===== config.mk =====
export PLATFORM = sky130hd
export DESIGN_NAME = process_fifo_with_remove_by_id_top
export DESIGN_NICKNAME = d
export VERILOG_FILES = /design/src/sv/pfq_pkg.sv /design/src/sv/pfq_ram.sv /design/src/sv/pfq_dp.sv /design/src/sv/pfq_ctrl.sv /design/src/sv/process_fifo_with_remove_by_id_top.sv
export SDC_FILE = /design/constraint.sdc
export NUM_CORES = 1
export LEC_CHECK = 0
export ABC_CLOCK_PERIOD_IN_PS = 4500
export BUFFER_PORTS_ARGS = -buffer_cell sky130_fd_sc_hd__buf_2
export CORE_UTILIZATION = 56
export CTS_CLUSTER_DIAMETER = 100
export DETAILED_ROUTE_END_ITERATION = 6
export PLACE_DENSITY = 0.86
export SYNTH_ARGS = -nofsm -noshare
export SYNTH_HDL_FRONTEND = slang
export SYNTH_SLANG_ARGS = --single-unit

===== constraint.sdc =====
create_clock -name clk -period 4.5 [get_ports clk]
set_input_delay 0.9 -clock clk [delete_from_list [all_inputs] [get_ports clk]]
set_output_delay 0.9 -clock clk [all_outputs]
set_load 0.01 [all_outputs]

===== src/sv/pfq_pkg.sv =====
// ----------------------------------------------------------------------------
// pfq_pkg - shared types for the process queue
// Item structs, operation and status codes, controller/datapath handshake.
// ----------------------------------------------------------------------------
package pfq_pkg;

  localparam int HANDLE_W   = 16;
  localparam int ID_FIELD_W = 16;
  localparam int COUNT_W    = 5;

  typedef enum logic [1:0] {
    FN_PUSH   = 2'd0,
    FN_POP    = 2'd1,
    FN_REMOVE = 2'd2,
    FN_NOP    = 2'd3
  } func_t;

  typedef enum logic [1:0] {
    ST_OK   = 2'd0,
    ST_MISS = 2'd1,
    ST_FULL = 2'd2,
    ST_ZERO = 2'd3
  } status_t;

  // which logical slot (relative to head) the read port fetches
  typedef enum logic [1:0] {
    RD_ZERO = 2'd0,
    RD_K1   = 2'd1,
    RD_K2   = 2'd2
  } rd_off_t;

  typedef struct packed {
    func_t                 func;
    logic [HANDLE_W-1:0]   proc_handle;
    logic [ID_FIELD_W-1:0] proc_id;
  } in_item_t;

  typedef struct packed {
    status_t               status;
    logic [HANDLE_W-1:0]   out_handle;
    logic [ID_FIELD_W-1:0] out_id;
    logic [COUNT_W-1:0]    count;
  } out_item_t;

  // controller -> datapath
  typedef struct packed {
    logic    load;      // latch search id
    logic    push_wr;   // write input entry at tail
    logic    shift_wr;  // write read data at slot k
    logic    rd_en;
    rd_off_t rd_off;
    logic    k_clr;
    logic    k_inc;
    logic    hold_ld;   // keep matched entry
    logic    adv_head;
    logic    inc_occ;
    logic    dec_occ;
    logic    fin;       // issue result
    status_t st;
    logic    take;      // result carries an entry
    logic    from_hold; // entry from hold register, else read data
  } cmd_t;

  // datapath -> controller
  typedef struct packed {
    logic empty;
    logic full;
    logic id_zero;  // incoming id is zero after masking
    logic match;    // read data id equals search id
    logic k_zero;
    logic k_last;   // k is the last occupied slot
    logic k1_last;  // k+1 is the last occupied slot
  } sts_t;

endpackage


===== src/sv/pfq_ram.sv =====
// ----------------------------------------------------------------------------
// pfq_ram - generic single-write, single-read RAM
// One write port, one read port, read data registered.
// ----------------------------------------------------------------------------
module pfq_ram #(
  parameter int WIDTH = 8,
  parameter int DEPTH = 16
) (
  input  logic                     clk,
  input  logic                     we,
  input  logic [$clog2(DEPTH)-1:0] waddr,
  input  logic [WIDTH-1:0]         wdata,
  input  logic                     re,
  input  logic [$clog2(DEPTH)-1:0] raddr,
  output logic [WIDTH-1:0]         rdata
);

  logic [WIDTH-1:0] mem_r [DEPTH];
  logic [WIDTH-1:0] rdata_r;

  always_ff @(posedge clk) begin
    if (we) begin
      mem_r[waddr] <= wdata;
    end
    if (re) begin
      rdata_r <= mem_r[raddr];
    end
  end

  assign rdata = rdata_r;

endmodule


===== src/sv/pfq_dp.sv =====
// ----------------------------------------------------------------------------
// pfq_dp - process queue datapath
// Circular entry store, head/occupancy/scan registers, result register.
// ----------------------------------------------------------------------------
module pfq_dp #(
  parameter int DEPTH   = 16,
  parameter int ID_BITS = 16
) (
  input  logic              clk,
  input  logic              rst_n,
  input  pfq_pkg::in_item_t in_item,
  input  pfq_pkg::cmd_t     cmd,
  output pfq_pkg::sts_t     sts,
  output logic              out_valid,
  output pfq_pkg::out_item_t out_item
);
  import pfq_pkg::*;

  localparam int PW  = $clog2(DEPTH);
  localparam int CW  = $clog2(DEPTH + 1);
  localparam int EW  = PW + 2;
  localparam int IDW = (ID_BITS < ID_FIELD_W) ? ID_BITS : ID_FIELD_W;
  localparam int ENW = HANDLE_W + IDW;

  // base + off, wrapped into 0..DEPTH-1; both operands below DEPTH
  function automatic logic [PW-1:0] wrap_add(input logic [PW-1:0] base,
                                             input logic [PW:0]   off);
    logic [PW:0] s;
    s = {1'b0, base} + off;
    if (s >= (PW+1)'(DEPTH)) begin
      s = s - (PW+1)'(DEPTH);
    end
    return s[PW-1:0];
  endfunction

  logic [PW-1:0]  head_r, head_nxt;
  logic [CW-1:0]  occ_r, occ_nxt;
  logic [PW-1:0]  k_r, k_nxt;
  logic [IDW-1:0] item_id_r;
  func_t          item_func_r;
  logic [ENW-1:0] hold_r;
  logic           out_valid_r;
  out_item_t      out_item_r;

  logic [IDW-1:0] in_id;
  logic [ENW-1:0] rdata, wdata, ent;
  logic [PW-1:0]  waddr, raddr;
  logic [PW:0]    rd_log;
  logic           we;
  logic [EW-1:0]  kx, ox;

  assign in_id = in_item.proc_id[IDW-1:0];
  assign kx    = EW'(k_r);
  assign ox    = EW'(occ_r);

  always_comb begin
    sts.empty   = (occ_r == '0);
    sts.full    = (occ_r == CW'(DEPTH));
    sts.id_zero = (in_id == '0);
    sts.match   = (rdata[IDW-1:0] == item_id_r);
    sts.k_zero  = (k_r == '0);
    sts.k_last  = ((kx + EW'(1)) == ox);
    sts.k1_last = ((kx + EW'(2)) == ox);
  end

  // read address
  always_comb begin
    case (cmd.rd_off)
      RD_ZERO: rd_log = '0;
      RD_K1:   rd_log = (PW+1)'(k_r) + (PW+1)'(1);
      RD_K2:   rd_log = (PW+1)'(k_r) + (PW+1)'(2);
      default: rd_log = '0;
    endcase
    raddr = wrap_add(head_r, rd_log);
  end

  // write port: push at tail, or shift down to slot k
  always_comb begin
    we = cmd.push_wr | cmd.shift_wr;
    if (cmd.push_wr) begin
      waddr = wrap_add(head_r, (PW+1)'(occ_r));
      wdata = {in_item.proc_handle, in_id};
    end else begin
      waddr = wrap_add(head_r, (PW+1)'(k_r));
      wdata = rdata;
    end
  end

  pfq_ram #(
    .WIDTH (ENW),
    .DEPTH (DEPTH)
  ) u_ram (
    .clk   (clk),
    .we    (we),
    .waddr (waddr),
    .wdata (wdata),
    .re    (cmd.rd_en),
    .raddr (raddr),
    .rdata (rdata)
  );

  always_comb begin
    head_nxt = cmd.adv_head ? wrap_add(head_r, (PW+1)'(1)) : head_r;
    occ_nxt  = occ_r;
    if (cmd.inc_occ) begin
      occ_nxt = occ_r + CW'(1);
    end else if (cmd.dec_occ) begin
      occ_nxt = occ_r - CW'(1);
    end
    k_nxt = k_r;
    if (cmd.k_clr) begin
      k_nxt = '0;
    end else if (cmd.k_inc) begin
      k_nxt = k_r + PW'(1);
    end
    ent = cmd.from_hold ? hold_r : rdata;
  end

  always_ff @(posedge clk) begin
    if (!rst_n) begin
      head_r      <= '0;
      occ_r       <= '0;
      k_r         <= '0;
      out_valid_r <= 1'b0;
    end else begin
      head_r      <= head_nxt;
      occ_r       <= occ_nxt;
      k_r         <= k_nxt;
      out_valid_r <= cmd.fin;
    end
  end

  always_ff @(posedge clk) begin
    if (cmd.load) begin
      item_id_r   <= in_id;
      item_func_r <= in_item.func;
    end
    if (cmd.hold_ld) begin
      hold_r <= rdata;
    end
    if (cmd.fin) begin
      out_item_r.status     <= cmd.st;
      out_item_r.out_handle <= cmd.take ? ent[ENW-1:IDW] : '0;
      out_item_r.out_id     <= cmd.take ? ID_FIELD_W'(ent[IDW-1:0]) : '0;
      out_item_r.count      <= COUNT_W'(occ_nxt);
    end
  end

  assign out_valid = out_valid_r;
  assign out_item  = out_item_r;

  a_occ_bound: assert property (@(posedge clk) disable iff (!rst_n)
    occ_r <= CW'(DEPTH))
    else $error("occupancy above depth");

  a_full_drop: assert property (@(posedge clk) disable iff (!rst_n)
    out_valid_r && out_item_r.status == ST_FULL |-> occ_r == CW'(DEPTH))
    else $error("full status with free slots");

  a_remove_dec: assert property (@(posedge clk) disable iff (!rst_n)
    out_valid_r && out_item_r.status == ST_OK && item_func_r == FN_REMOVE
      && $past(rst_n)
    |-> (EW'(occ_r) + EW'(1)) == EW'($past(occ_r)))
    else $error("remove hit did not shrink queue by one");

endmodule


===== src/sv/pfq_ctrl.sv =====
// ----------------------------------------------------------------------------
// pfq_ctrl - process queue controller
// Decodes operations, steps the id search and the gap-closing shift.
// ----------------------------------------------------------------------------
module pfq_ctrl (
  input  logic              clk,
  input  logic              rst_n,
  input  logic              start,
  input  pfq_pkg::in_item_t in_item,
  input  pfq_pkg::sts_t     sts,
  output pfq_pkg::cmd_t     cmd,
  output logic              busy
);
  import pfq_pkg::*;

  typedef enum logic [3:0] {
    S_IDLE = 4'b0001,
    S_POP  = 4'b0010,
    S_CMP  = 4'b0100,
    S_SHW  = 4'b1000
  } state_t;

  state_t state_r, state_nxt;

  always_comb begin
    cmd       = '0;
    state_nxt = state_r;
    case (state_r)
      S_IDLE: begin
        if (start) begin
          cmd.load = 1'b1;
          case (in_item.func)
            FN_PUSH: begin
              cmd.fin     = 1'b1;
              cmd.st      = sts.full ? ST_FULL : ST_OK;
              cmd.push_wr = !sts.full;
              cmd.inc_occ = !sts.full;
            end
            FN_POP: begin
              if (sts.empty) begin
                cmd.fin = 1'b1;
                cmd.st  = ST_MISS;
              end else begin
                cmd.rd_en  = 1'b1;
                cmd.rd_off = RD_ZERO;
                state_nxt  = S_POP;
              end
            end
            FN_REMOVE: begin
              if (sts.id_zero) begin
                cmd.fin = 1'b1;
                cmd.st  = ST_ZERO;
              end else if (sts.empty) begin
                cmd.fin = 1'b1;
                cmd.st  = ST_MISS;
              end else begin
                cmd.rd_en  = 1'b1;
                cmd.rd_off = RD_ZERO;
                cmd.k_clr  = 1'b1;
                state_nxt  = S_CMP;
              end
            end
            default: begin
              cmd.fin = 1'b1;
              cmd.st  = ST_OK;
            end
          endcase
        end
      end
      S_POP: begin
        cmd.fin      = 1'b1;
        cmd.st       = ST_OK;
        cmd.take     = 1'b1;
        cmd.adv_head = 1'b1;
        cmd.dec_occ  = 1'b1;
        state_nxt    = S_IDLE;
      end
      S_CMP: begin
        if (sts.match) begin
          if (sts.k_zero) begin
            // head hit: same as a pop
            cmd.fin      = 1'b1;
            cmd.st       = ST_OK;
            cmd.take     = 1'b1;
            cmd.adv_head = 1'b1;
            cmd.dec_occ  = 1'b1;
            state_nxt    = S_IDLE;
          end else if (sts.k_last) begin
            // tail hit: nothing to shift
            cmd.fin     = 1'b1;
            cmd.st      = ST_OK;
            cmd.take    = 1'b1;
            cmd.dec_occ = 1'b1;
            state_nxt   = S_IDLE;
          end else begin
            cmd.hold_ld = 1'b1;
            cmd.rd_en   = 1'b1;
            cmd.rd_off  = RD_K1;
            state_nxt   = S_SHW;
          end
        end else if (sts.k_last) begin
          cmd.fin   = 1'b1;
          cmd.st    = ST_MISS;
          state_nxt = S_IDLE;
        end else begin
          cmd.k_inc  = 1'b1;
          cmd.rd_en  = 1'b1;
          cmd.rd_off = RD_K1;
        end
      end
      S_SHW: begin
        cmd.shift_wr = 1'b1;
        if (sts.k1_last) begin
          cmd.fin       = 1'b1;
          cmd.st        = ST_OK;
          cmd.take      = 1'b1;
          cmd.from_hold = 1'b1;
          cmd.dec_occ   = 1'b1;
          state_nxt     = S_IDLE;
        end else begin
          cmd.k_inc  = 1'b1;
          cmd.rd_en  = 1'b1;
          cmd.rd_off = RD_K2;
        end
      end
      default: begin
        state_nxt = S_IDLE;
      end
    endcase
  end

  always_ff @(posedge clk) begin
    if (!rst_n) begin
      state_r <= S_IDLE;
    end else begin
      state_r <= state_nxt;
    end
  end

  assign busy = (state_r != S_IDLE);

  a_scan_nonempty: assert property (@(posedge clk) disable iff (!rst_n)
    (state_r == S_CMP || state_r == S_SHW || state_r == S_POP) |-> !sts.empty)
    else $error("walking an empty queue");

  a_shift_has_hold: assert property (@(posedge clk) disable iff (!rst_n)
    state_r == S_SHW && !$past(state_r == S_SHW) |-> $past(cmd.hold_ld))
    else $error("shift entered without a held entry");

  a_walk_ends: assert property (@(posedge clk) disable iff (!rst_n)
    state_r == S_CMP && !sts.match && sts.k_last |-> cmd.fin && cmd.st == ST_MISS)
    else $error("search ran past the last entry");

endmodule


===== src/sv/process_fifo_with_remove_by_id_top.sv =====
// ----------------------------------------------------------------------------
// process_fifo_with_remove_by_id_top - ordered process queue, keyed removal
// Arrival-ordered queue of (handle, id) entries with push, pop and remove.
// ----------------------------------------------------------------------------
// Drive start with an item while busy is low; it is taken at that edge. Each
// item gives exactly one result, shown for one cycle with out_valid high; the
// receiver cannot stall it, so capture it on that edge. Push (and any item
// rejected up front: empty pop, zero-id or empty remove, push when full,
// unused code) finishes from idle with busy never rising. Pop reads the head
// entry, then issues it and advances the head. Remove walks the queue from
// the head, one entry per cycle through the RAM read port, and then closes
// the gap by moving each later entry down one slot, one per cycle. A head hit
// only moves the head pointer, a tail hit only trims the count. Entries live
// in a circular buffer in one RAM, so no clearing pass is needed after reset.
// Every result carries the count after the operation (low five bits).
// ----------------------------------------------------------------------------
module process_fifo_with_remove_by_id_top #(
  parameter int DEPTH   = 16,  // 2..256 entries
  parameter int ID_BITS = 16   // ids kept to this many bits (at most 16), 8..32
) (
  input  logic               clk,
  input  logic               rst_n,
  input  logic               start,
  output logic               busy,
  input  pfq_pkg::in_item_t  in_item,
  output logic               out_valid,
  output pfq_pkg::out_item_t out_item
);
  import pfq_pkg::*;

  cmd_t cmd;
  sts_t sts;

  // sequencing: decode, search walk, shift walk
  pfq_ctrl u_ctrl (
    .clk     (clk),
    .rst_n   (rst_n),
    .start   (start),
    .in_item (in_item),
    .sts     (sts),
    .cmd     (cmd),
    .busy    (busy)
  );

  // storage, pointers, result register
  pfq_dp #(
    .DEPTH   (DEPTH),
    .ID_BITS (ID_BITS)
  ) u_dp (
    .clk       (clk),
    .rst_n     (rst_n),
    .in_item   (in_item),
    .cmd       (cmd),
    .sts       (sts),
    .out_valid (out_valid),
    .out_item  (out_item)
  );

endmodule

=== Word level (Yosys, flattened, before mapping) ===
Memory sizes are Yosys's and may differ from the RTL's. A register that Yosys moved wholly into a read port is not among the register bits.
Cells that the tools add are included.
Widths: inputs -> output; s select.

* $add $sub $neg: 15
* Order comparisons: 4
* Eq/ne operators: 20
* Muxes and demuxes: 66
* Bitwise operators: 2
* Reduce and logical (&&, ||, !) cells: 7

{| class="wikitable"
|+ Operators by type and width
! operator !! count
|-
| $mux 4 || 17
|-
| $mux 32 || 2
|-
| $mux 3 || 10
|-
| $ge 5x5->1 const B || 4
|-
| $mux 5 || 4
|-
| $pmux 3 s3 || 2
|-
| $mux 1 || 17
|-
| $eq 16x16->1 || 1
|-
| $logic_not 16->1 || 1
|-
| $sub 4x1->4 const B || 4
|-
| $add 4x1->5 const B || 3
|-
| $ne 3x3->1 const B || 5
|-
| $eq 6x5->1 || 2
|-
| $pmux 3 s4 || 1
|-
| $pmux 4 s3 || 1
|-
| $add 4x2->5 const B || 2
|-
| $add 4x5->5 || 2
|-
| $pmux 5 s2 || 1
|-
| $mux 2 || 4
|-
| $pmux 4 s2 || 1
|-
| $reduce_and 7->1 || 1
|-
| $mux 6 || 1
|-
| $pmux 1 s3 || 2
|-
| $pmux 3 s2 || 1
|-
| 21 further kinds || 25
|}

* Flip-flop bits (word level): 105
* Bits in writable memories: 512
* Memories: 1

{| class="wikitable"
|+ Memory list
! memory !! words !! width !! rd ports !! clocked after Yosys merged registers in !! write ports !! line !! source
|-
| u_dp.u_ram.mem_r || 16 || 32 || 1 || 1 || 1 || pfq_ram.sv:18 || <nowiki>logic [WIDTH-1:0] mem_r [DEPTH];</nowiki>
|}

=== Longest topological paths before layout ===
Gate-level depths: netlist of run 1.

* Depth after elaboration: 11
* Mapped depth: 18
* Mapped depth without buffers: 17

=== Hierarchy ===
From an unflattened synthesis of run 1, not the netlist that was laid out.

* Cell total of the unflattened synthesis: 1264
* Area total of the unflattened synthesis: 25643.3 sq um

{| class="wikitable"
|+ Modules (own cells, without submodules)
! module !! times used !! cells each !! area each (sq um) !! seq. area each (sq um)
|-
| pfq_ram || 1 || 838 || 20155.6 || 16335.7
|-
| pfq_dp || 1 || 368 || 5006.1 || 2892.8
|-
| pfq_ctrl || 1 || 58 || 481.7 || 80.1
|}

=== Least setup slack after synthesis of run 1 ===
No wires, ideal clock.

* Path type: input to register
* Start: input port start
* End: memory u_dp.u_ram.mem_r[7][0] (netlist bit), enable pin
* Library setup time: 0.421 ns
* Arrival time: 4.214 ns
* Path slack: -0.136 ns
* Stages on the path: 12
* Buffers on the path: 1
* Cell sequence: inv_1 -> nor2_8 -> nand3b_1 -> clkbuf_1 -> a21o_1 -> ha_1 -> a21o_1 -> a21oi_1 -> xnor2_1 -> xor2_1 -> nand2_1 -> nor2_1

* Word-level cells in the longest chain between the ends: 5
* Elaborated cells between the ends (all ways): 6
* Those cells by class: mux: 5; bitwise: 1

{| class="wikitable"
|+ RTL lines
! item !! line !! source
|-
| from (decl) || process_fifo_with_remove_by_id_top.sv:23 || <nowiki>input logic start,</nowiki>
|-
| $mux 2 * || pfq_ctrl.sv:30 || <nowiki>if (start) begin</nowiki>
|-
| $mux 2 * || pfq_ctrl.sv:28 || <nowiki>case (state_r)</nowiki>
|-
| $or 1x1->1 || pfq_dp.sv:79 || <nowiki>we = cmd.push_wr | cmd.shift_wr;</nowiki>
|-
| $mux 1 || pfq_ram.sv:22 || <nowiki>if (we) begin</nowiki>
|-
| $mux 1 (implied by the code) || pfq_ram.sv:23 || <nowiki>mem_r[waddr] <= wdata;</nowiki>
|-
| to (decl) || pfq_ram.sv:18 ||
|}

Every way passes the cells marked *; elsewhere a longest branch is shown, timed or not.

=== Worst setup path in the final report of run 1 ===
* Start: register u_dp.k_r[3]
* End: register u_dp.u_ram.rdata_r[8] (netlist: u_dp.u_ram.rdata[8]), read port of u_dp.u_ram.mem_r (data pin)

* Word-level cells in the longest chain between the ends: 11
* Elaborated cells between the ends (all ways): 19
* Those cells by class: add/sub: 6; order compare: 1; eq/ne: 4; mux: 7; reduce/logical: 1

{| class="wikitable"
|+ RTL lines
! item !! line !! source
|-
| from (decl) || pfq_dp.sv:38 || <nowiki>logic [PW-1:0] k_r, k_nxt;</nowiki>
|-
| from (signal assigned) || pfq_dp.sv:128 || <nowiki>k_r <= k_nxt;</nowiki>
|-
| $add 4x1->5 || pfq_dp.sv:62, pfq_dp.sv:70 ||
|-
| $eq 6x5->1 || pfq_dp.sv:62 || <nowiki>sts.k_last = ((kx + EW'(1)) == ox);</nowiki>
|-
| $mux 3 || pfq_ctrl.sv:88, pfq_ctrl.sv:101 ||
|-
| $mux 3 || pfq_ctrl.sv:80 || <nowiki>if (sts.k_zero) begin</nowiki>
|-
| $mux 3 || pfq_ctrl.sv:79 || <nowiki>if (sts.match) begin</nowiki>
|-
| $pmux 3 s3 || pfq_ctrl.sv:28 ||
|-
| $eq 2x2->1 / $eq 2x1->1 (equally long branches) || pfq_dp.sv:68 || <nowiki>case (cmd.rd_off)</nowiki>
|-
| $pmux 5 s2 || pfq_dp.sv:68 ||
|-
| $add 4x5->5 || pfq_dp.sv:29 || <nowiki>s = {1'b0, base} + off;</nowiki>
|-
| $sub 4x1->4 / $ge 5x5->1 (equally long branches) || pfq_dp.sv:31, pfq_dp.sv:30 ||
|-
| $mux 4 || pfq_dp.sv:30 || <nowiki>if (s >= (PW+1)'(DEPTH)) begin</nowiki>
|-
| to (decl) || pfq_ram.sv:19 || <nowiki>logic [WIDTH-1:0] rdata_r;</nowiki>
|}

Several ways; a longest one is shown, not always the timed one.
A chain may end at the register's enable or synchronous reset.

==> out/results.txt, run 1 <==
Total GRT Usage - 0.278
commonest non-fill, non-tap cell in the layout - edfxtp_1
die footprint - 46600 um^2
Clk Latency, worst-skew pair - 0.62 ns
CP delay by family, top - adder cells
setup ws final - 0.127 ns
Final nets - 1499
Pleak - 9.62 nW
initial antenna violation count - 0
GP Congestion - 0.855
EDFF count, synth - 631
commonest cells after routing, fill and taps aside - 631 x edfxtp_1, 160 x mux4_2, 119 x nand2_1
Worst Setup Path Type - flip-flop to flip-flop
pwr dens - 436 nW/um^2
leading area contributor after synthesis - edfxtp_1
Synth Register Bits - 649
clock-pin transition on the worst setup and hold timing paths - 0.06 ns
IO Pins - 78
Worst Tran Pin Value - 0.763 ns
final hold vios - 0
Die Ht - 216 um
max_slew headroom - 0.486
share of post-route cells with drive strength above 1 - 0.312
status - complete, no violations
largest net degree at the start of global routing - 53
Max-Cap Viols - 0
Mapped Area - 25600 um^2
CP Max Fanout - 15
CP Data Required Time - 4.83 ns
WL/cell - 30.7 um
FP Rows - 77
Setup TNS Final - 0 ns
CP endpoint kind - flip-flop
register area share after synthesis - 0.755
Unique masters post-synth - 53
Synth Flop Type - edfxtp_1
Crit-path slowest cell - fa_4
top cell type's share of synthesized area - 0.740
Crit path largest cell delay - 0.83 ns
Tcrit/Tclk final - 0.972
Ant. Diodes - 0
via count - 13800
Initial Utilization - 0.574
first-pass GRT wire length - 92400 um
Post-Syn Area per Cell - 20.2 um^2
Initial DRC Count - 1902
setup slack at placement - 0.000903 ns
Final min period - 4.37 ns
endpoints failing setup - 0
Post-synth ARST share - 0
Ys Warns - 0
cts hold-fix bufs - 0
fin. max-slew vios - 0
antenna-violating nets left - 0
syn_nets - 1323
Max clock buf depth - 3
CP arrival - 4.71 ns
total core area - 44600 um^2
Top cell by count, worst path - nand2_1
CP bufs+invs - 2
port bufs - 77
CTS root buf - clkbuf_16
Fin Clk Skew - 0.0221 ns
DRC Markers - 0
Die X - 216 um
Synth area leaders - edfxtp_1 74%, mux4_2 14%, nand2_1 1.8%, dfxtp_1 1.4%, mux2i_1 1.4%
CTS tree - done
TritonCTS sink count - 649
Startpoint Class - flip-flop
DRT Wirelength - 63900 um
crit-path cells - xnor2_2 > xor2_2 > nor4_2 > nand2_1 > nand2_2 > a21oi_2 > ha_2 > nand2_1 > nand2_1 > ha_4 > fa_4 > buf_12 > buf_12 > mux4_2 > mux4_2
Detailed Routing Iterations Pass 1 - 6
total clock buffers created by CTS - 61
Cells after Synth - 1266
Worst VDD drop - 336 uV
HP Class - flip-flop to flip-flop
Syn-to-layout area delta - 16.4%
vias per cell - 6.62
H-tree depth - 2
number of global-route vias before repair - 13900
grt ovf - 0
DP Wirelength - 35000 um
Max Fclk - 0.229 GHz
routing by layer:
metal | vias to the layer above | GRT usage | wire length [um]
met2 | 1039 | 0.462 | 32200
met1 | 7103 | 0.367 | 22500
li1 | 5454 | - | -
met5 | - | 0 | 0
met4 | 0 | 0.117 | 2550
met3 | 184 | 0.0475 | 6700
repair_timing:
item | 4_1_cts | 5_1_grt
cloned | 0 | 2
gates resized for setup | 2 | 14
setup endpoints to repair | 18 | 32
setup buffers | 0 | 4
pin swaps | 0 | 4
layout make-up:
type / count / area, um^2
Tap cell: 592 / 741
Clock inverter: 40 / 447
Sequential cell: 649 / 19300
Clock buffer: 71 / 1590
Fill cell: 2633 / 14800
Timing Repair Buffer: 168 / 1390
Inverter: 17 / 63.8
Multi-Input combinational cell: 545 / 6240
flip-flops by register name, indices dropped and copies added (netlist names):
register and flops:
u_ctrl.state_r 4, u_dp.occ_r 5, u_dp.head_r 4, u_dp.u_ram.mem_r 512, u_dp.out_valid 1, u_dp.k_r 4
u_dp.out_item 39, u_dp.u_ram.rdata 32, u_dp.item_id_r 16, u_dp.hold_r 32
power breakdown:
part           switching, mW  total, mW  internal (mW)
logic                  0.516      0.805          0.290
registers             0.0630       6.92           6.86
clock network           2.23       5.27           3.04
total                   2.81       13.0           10.2
logic make-up (layout without fill, tap and decap cells):
logic type      count (synthesis)  after routing  share of synthesized area
flops                         649            649                      0.755
simple gates                  238            238                     0.0418
mux                           196            196                      0.155
buf+inv                        72            296                     0.0119
compound gates                 52             52                     0.0132
xor+xnor                       39             39                     0.0133
fa+ha+maj                      20             20                     0.0104
worst reg2reg max path, stage by stage (launching register included):
cell     delay, ns
dfxtp_1       0.56
xnor2_2       0.18
xor2_2        0.21
nor4_2        0.27
nand2_1       0.14
nand2_2       0.10
a21oi_2       0.05
ha_2          0.21
nand2_1       0.09
nand2_1       0.10
ha_4          0.18
fa_4          0.83
buf_12        0.17
buf_12        0.17
mux4_2        0.33
mux4_2        0.51
final timing paths:
path | end | slack, ns | startpoint | cells after the start
worst min register to register | u_dp.hold_r[31] | 0.50 | u_dp.u_ram.rdata[31] | 0
worst max register to register | u_dp.u_ram.rdata[8] | 0.13 | u_dp.k_r[3] | 15
worst min-delay path | u_dp.hold_r[31] | 0.50 | u_dp.u_ram.rdata[31] | 0
worst max-delay path | u_dp.u_ram.rdata[8] | 0.13 | u_dp.k_r[3] | 15
stage by stage:
step	util	total power [mW]	std cells	hold slack [ns]	instance area, um^2
6_report	0.668	13.0	2082	0.504	29800
5_1_grt	0.668	13.3	2082	0.485	29800
4_1_cts	0.664	13.0	2076	0.481	29600
3_5_place_dp	0.618	7.82	1965	0.478	27600
3_3_place_gp	0.618	7.78	1965	0.485	27600
2_1_floorplan	-	7.51	1266	0.449	25600
cell usage after synthesis (5+ instances only):
library cell	n
ha_1	18
buf_2	12
clkbuf_1	37
dfxtp_1	18
nand4_1	5
xor2_1	9
mux4_2	160
mux2i_1	36
and3_1	5
a21oi_1	12
nor2_1	68
o21ai_0	13
nand2_1	120
nor4_1	5
xnor2_1	30
inv_1	17
edfxtp_1	631
Power figures use the tool's default switching activity.
==> run 2: changes to the inputs <==
--- a/config.mk
+++ b/config.mk
@@ -7,10 +7,11 @@
 export LEC_CHECK = 0
 export ABC_CLOCK_PERIOD_IN_PS = 4500
 export BUFFER_PORTS_ARGS = -buffer_cell sky130_fd_sc_hd__buf_2
-export CORE_UTILIZATION = 56
+export CORE_UTILIZATION = 58
+export CTS_BUF_LIST = sky130_fd_sc_hd__clkbuf_4 sky130_fd_sc_hd__clkbuf_8
 export CTS_CLUSTER_DIAMETER = 100
 export DETAILED_ROUTE_END_ITERATION = 6
-export PLACE_DENSITY = 0.86
+export PLACE_DENSITY = 0.88
 export SYNTH_ARGS = -nofsm -noshare
 export SYNTH_HDL_FRONTEND = slang
 export SYNTH_SLANG_ARGS = --single-unit
==> run 2 against run 1 <==
Design area about the same. Register-to-register slack worse by 0.04 ns. Clock power down 11%.
==> out/results.txt, run 2 (same netlist as run 1, synthesis figures left out) <==
Worst Tran Pin Value - 0.710 ns (-0.0527 ns)
Total GRT Usage - 0.278 (-0.000571)
first-pass GRT wire length - 88100 um (-4.6%)
Largest Register - u_dp.u_ram.mem_r
Worst Setup Path Type - flip-flop to flip-flop
FF-to-FF setup slack - 0.09 ns (-0.04 ns)
Fin Clk Skew - 0.0382 ns (+0.0161 ns)
Final min period - 4.41 ns (+0.0350 ns)
initial antenna violation count - 0 (unchanged)
DRC Markers - 0 (unchanged)
Die X - 212 um (-1.7%)
Syn-to-layout area delta - 16.3% (about the same)
CP Data Required Time - 4.88 ns (+0.05 ns)
DP Wirelength - 35800 um (+2.5%)
Max-Cap Viols - 0 (unchanged)
grt ovf - 0 (unchanged)
CTS root buf - clkbuf_8
Detailed Routing Iterations Pass 1 - 5 (-1)
setup ws final - 0.0916 ns (-0.0350 ns)
number of global-route vias before repair - 14100 (+1.1%)
TritonCTS sink count - 649 (unchanged)
Worst Hold End - u_dp.item_id_r[6]
Die Ht - 212 um (-1.7%)
Tcrit/Tclk final - 0.980 (+0.00778)
Final nets - 1544 (+3.0%)
final hold vios - 0 (unchanged)
Initial DRC Count - 1622 (-15%)
port bufs - 77 (unchanged)
Worst Reg-to-Reg Cells - 17 (+2)
Max Fclk - 0.227 GHz (-0.79%)
setup slack at placement - -0.0665 ns (-0.0674 ns)
DRT Wirelength - 60700 um (-5.1%)
fin. max-slew vios - 0 (unchanged)
Initial Utilization - 0.591 (+0.0178)
Ant. Diodes - 0 (unchanged)
Setup TNS Final - 0 ns (unchanged)
CP endpoint kind - flip-flop
status - complete, no violations
max_slew headroom - 0.526 (+0.0405)
commonest cells after routing, fill and taps aside - 631 x edfxtp_1, 160 x mux4_2, 119 x nand2_1
commonest non-fill, non-tap cell in the layout - edfxtp_1
antenna-violating nets left - 0 (unchanged)
IO Pins - 78 (unchanged)
CP Max Fanout - 6 (-9)
hold path depth - 1 (+1)
die footprint - 45000 um^2 (-3.4%)
Pleak - 9.68 nW (+0.60%)
Worst Setup SP - u_dp.k_r[1]
GP Congestion - 0.907 (+6.1%)
Startpoint Class - flip-flop
Worst VDD drop - 267 uV (-21%)
CP arrival - 4.78 ns (+0.07 ns)
Max clock buf depth - 3 (unchanged)
largest net degree at the start of global routing - 38 (-28%)
total clock buffers created by CTS - 97 (+59%)
share of post-route cells with drive strength above 1 - 0.344 (+0.0317)
endpoints failing setup - 0 (unchanged)
Hold Worst Slack - 0.452 ns (-0.0528 ns)
fill cell count - 2401 (-8.8%)
via count - 13600 (-0.98%)
WL/cell - 28.2 um (-8.1%)
H-tree depth - 3 (+1)
Clk Latency, worst-skew pair - 0.67 ns (+0.05 ns)
pwr dens - 417 nW/um^2 (-4.4%)
CTS tree - done
total core area - 43300 um^2 (-3.0%)
reg-to-reg startpoint - u_dp.k_r[1]
max FFs per register - 512 (unchanged)
Critical R2R Capture - u_dp.u_ram.rdata[18]
clock-pin transition on the worst setup and hold timing paths - 0.07 ns (about the same)
HP Class - primary input to flip-flop
vias per cell - 6.35 (-4.1%)
FP Rows - 76 (-1.3%)
Hold Startpoint - in_item[6]
-- run 2: cell types whose count changed in the layout (fill, tap and decap cells not counted), sizes merged --
| cell | change |
|---|---|
| buf | +9 |
| clkbuf | +68 |
| bufinv | -7 |
| clkinvlp | +2 |
| clkinv | +5 |
| inv | -2 |
-- run 2: worst max path at each step --
stage          cells past startpoint                      to
4_1_cts                           16    u_dp.u_ram.rdata[18]
3_5_place_dp                      16    u_dp.u_ram.rdata[18]
3_3_place_gp                      16    u_dp.u_ram.rdata[29]
6_report                          17    u_dp.u_ram.rdata[18]
2_1_floorplan                     12  u_dp.u_ram.mem_r[7][0]
5_1_grt                           19    u_dp.u_ram.rdata[18]
-- run 2: per-layer routing --
metal / share of wire / vias up / global-route usage
li1: - / 5579 / -
met1: 0.35 / 6925 / 0.351
met2: 0.50 / 974 / 0.462
met3: 0.11 / 167 / 0.0688
met4: 0.036 / 0 / 0.115
met5: 0 / - / 0
-- run 2: through the flow --
stage	total power, mW	cells	cell area, um^2	util
6_report	12.4	2150	29800	0.688
5_1_grt	12.8	2150	29800	0.688
2_1_floorplan	7.51	1266	25600	-
3_5_place_dp	7.83	1966	27700	0.640
4_1_cts	12.5	2146	29600	0.685
3_3_place_gp	7.78	1966	27700	0.640
-- run 2: critical path: stages (launching register included) --
cell	delay, ns
dfxtp_4	0.40
inv_1	0.10
ha_4	0.29
xor2_1	0.17
nor4_2	0.07
nand2_1	0.11
nand2_2	0.07
a21oi_2	0.15
inv_1	0.10
ha_1	0.23
nand2_1	0.08
nand2_1	0.09
ha_4	0.17
fa_4	0.87
buf_12	0.18
buf_4	0.15
mux4_2	0.36
mux4_2	0.51
-- run 2: final cells by class --
type                       count  area (um^2)  share of cell area
timing repair buffer         177         1530              0.0514
sequential                   649        19300               0.649
inverter                      17         63.8             0.00214
multi-input combinational    545         6230               0.209
clock buffer                 139         1670              0.0561
clock inverter                38          226             0.00761
tap                          585          732              0.0246
-- run 2: what timing repair did --
item,4_1_cts,5_1_grt
setup endpoints to repair,23,32
hold buffers,0,0
gates cloned,0,2
pin swaps,0,4
setup buffers,3,2
gates resized for setup,3,16
hold endpoints to repair,0,0
-- run 2: power by group --
| group | switching [mW] | internal [mW] | total (mW) |
|---|---|---|---|
| registers | 0.0597 | 6.86 | 6.92 |
| logic | 0.507 | 0.290 | 0.797 |
| clock network | 2.21 | 2.50 | 4.71 |
| total | 2.77 | 9.65 | 12.4 |
==> run 3: changes to the inputs <==
--- a/config.mk
+++ b/config.mk
@@ -12,6 +12,7 @@
 export CTS_CLUSTER_DIAMETER = 100
 export DETAILED_ROUTE_END_ITERATION = 6
 export PLACE_DENSITY = 0.88
+export REMOVE_ABC_BUFFERS = 1
 export SYNTH_ARGS = -nofsm -noshare
 export SYNTH_HDL_FRONTEND = slang
 export SYNTH_SLANG_ARGS = --single-unit
==> run 3 against run 2 <==
The flow now finishes with violations (setup timing). Critical path depth is 1 lower. Via count is 2.0% higher. Register-to-register slack worse by 0.12 ns. Setup slack worse by 0.12 ns. Flip-flop and latch count stayed put. Largest cell class unchanged. Largest power group unchanged.
==> out/results.txt, run 3 (same netlist as run 1, synthesis figures left out) <==
Tcrit/Tclk final - 1.01 (+0.0261)
Int Power - 9.66 mW (+0.12%)
Largest Register - u_dp.u_ram.mem_r
WL/cell - 30.5 um (+8.1%)
HP Class - primary input to flip-flop
share of post-route cells with drive strength above 1 - 0.336 (-0.00743)
Die X - 212 um (unchanged)
CTS tree - done
clock group share of total power - 0.382 (+0.003)
status - complete, but fails checks
H-tree depth - 3 (unchanged)
commonest non-fill, non-tap cell in the layout - edfxtp_1
total core area - 43300 um^2 (unchanged)
clock-pin transition on the worst setup and hold timing paths - 0.07 ns (about the same)
Startpoint Class - flip-flop
setup slack at placement - -0.148 ns (-0.0815 ns)
Setup TNS Final - -0.0257 ns (-0.0257 ns)
first-pass GRT wire length - 90700 um (+2.9%)
Fin Clk Skew - 0.0349 ns (-0.00328 ns)
Worst Reg-to-Reg Cells - 16 (-1)
via count - 13900 (+2.0%)
Storage cell area - 19300 um^2 (unchanged)
Max Fclk - 0.221 GHz (-2.6%)
FP Rows - 76 (unchanged)
CP Data Required Time - 4.90 ns (+0.02 ns)
DP Wirelength - 34700 um (-3.3%)
grt ovf - 0 (unchanged)
Worst Tran Pin Value - 0.765 ns (+0.0545 ns)
Detailed Routing Iterations Pass 1 - 5 (unchanged)
setup ws final - -0.0257 ns (-0.117 ns)
area of the multi-input gates - 6200 um^2 (-0.46%)
CP arrival - 4.92 ns (+0.14 ns)
P_sw - 2.83 mW (+2.0%)
largest net degree at the start of global routing - 38 (unchanged)
FF-to-FF setup slack - -0.03 ns (-0.12 ns)
Ant. Diodes - 0 (unchanged)
max_slew headroom - 0.490 (-0.0364)
Total GRT Usage - 0.286 (+0.00798)
switch share - 0.226 (+0.00322)
Reg power frac - 0.554 (-0.003)
CP Max Fanout - 14 (+8)
number of global-route vias before repair - 14400 (+2.0%)
Gate power share - 0.064 (about the same)
RSZ-0062 raised after global routing - true
Worst VDD drop - 265 uV (-0.53%)
CP endpoint kind - flip-flop
CTS root buf - clkbuf_8
cts hold-fix bufs - 0 (unchanged)
IO Pins - 78 (unchanged)
final hold vios - 0 (unchanged)
fill cell count - 2472 (+3.0%)
TritonCTS sink count - 649 (unchanged)
Initial DRC Count - 2081 (+28%)
endpoints failing setup - 1 (+1)
Max-Cap Viols - 0 (unchanged)
DP Area - 27600 um^2 (-0.49%)
Final nets - 1533 (-0.71%)
placed cells - 1948 (-0.92%)
failing checks - setup timing
hold path depth - 1 (unchanged)
DRC Markers - 0 (unchanged)
vias per cell - 6.51 (+2.6%)
Final min period - 4.53 ns (+0.117 ns)
Die Ht - 212 um (unchanged)
Clk Latency, worst-skew pair - 0.68 ns (about the same)
fin. max-slew vios - 0 (unchanged)
DRT Wirelength - 65200 um (+7.5%)
final instance area - 29800 um^2 (about the same)
max FFs per register - 512 (unchanged)
total clock buffers created by CTS - 99 (+2.1%)
Max clock buf depth - 3 (unchanged)
Cell Count, Final, Fillers Out - 2137 (-0.60%)
pwr dens - 420 nW/um^2 (+0.57%)
antenna-violating nets left - 0 (unchanged)
GP Congestion - 0.854 (-5.9%)
initial antenna violation count - 0 (unchanged)
Worst Setup Path Type - flip-flop to flip-flop
Syn-to-layout area delta - 16.3% (about the same)
port bufs - 77 (unchanged)
commonest cells after routing, fill and taps aside - 631 x edfxtp_1, 160 x mux4_2, 119 x nand2_1
Initial Utilization - 0.591 (unchanged)
Pleak - 9.64 nW (-0.44%)
die footprint - 45000 um^2 (unchanged)
==> run 3: cell count changes in the layout (fill, tap and decap cells not counted), sizes merged <==
cell	delta
clkbuf	+4
buf	-18
clkinvlp	-1
inv	-1
clkinv	+3
==> run 3: layout make-up <==
cell class / instances / area share
Sequential cell: 649 / 0.649
Multi-Input combinational cell: 545 / 0.208
Clock buffer: 138 / 0.0565
Timing Repair Buffer: 164 / 0.0518
Tap cell: 585 / 0.0246
Clock inverter: 39 / 0.00744
Inverter: 17 / 0.00214
==> run 3: worst max-delay path, cell delays in order, from the launching register on <==
cell and delay, ns:
dfxtp_4 0.37, inv_2 0.06, ha_4 0.25, xor2_1 0.18
nor4_2 0.38, nand2_1 0.16, nand2_2 0.10, a21oi_1 0.06
ha_2 0.21, nand2_1 0.09, nand2_1 0.09, ha_4 0.18
fa_4 0.88, buf_4 0.20, buf_12 0.17, mux4_2 0.35
mux4_2 0.50
==> run 3: per-stage QoR <==
| stage | power, mW | hold slack [ns] | util |
|---|---|---|---|
| detailed placement | 7.82 | 0.480 | 0.637 |
| global placement | 7.78 | 0.469 | 0.637 |
| CTS | 12.5 | 0.438 | 0.682 |
| floorplan | 7.52 | 0.449 | - |
| global route | 12.8 | 0.456 | 0.688 |
| finish | 12.5 | 0.456 | 0.688 |
==> run 3: repair_timing <==
item	in CTS	in global routing
endpoints found under the setup margin	32	32
pin swaps	2	4
gates cloned	1	7
gates resized for setup	6	18
buffers inserted	1	4
==> run 3: path summary, 6_finish.rpt <==
check,startpoint,endpoint
hold reg to reg,u_dp.u_ram.rdata[17],u_dp.hold_r[17]
setup reg to reg,u_dp.k_r[0],u_dp.u_ram.rdata[3]
setup / recovery,u_dp.k_r[0],u_dp.u_ram.rdata[3]
hold / removal,in_item[4],u_dp.item_id_r[4]
==> run 3: power by group through the flow <==
stage	logic, mW	registers [mW]	clock network [mW]
final	0.798	6.92	4.77
after global routing	0.853	6.93	5.04
after CTS	0.789	6.92	4.79
after detailed placement	0.782	7.04	0
after global placement	0.743	7.04	0
after floorplan	0.454	7.06	0
==> run 3: per-layer routing <==
| layer | global-route usage | up-vias | part of all wire |
|---|---|---|---|
| li1 | - | 5546 | - |
| met1 | 0.378 | 7065 | 0.35 |
| met2 | 0.459 | 1109 | 0.49 |
| met3 | 0.0570 | 193 | 0.11 |
| met4 | 0.141 | 0 | 0.041 |
| met5 | 0 | - | 0 |
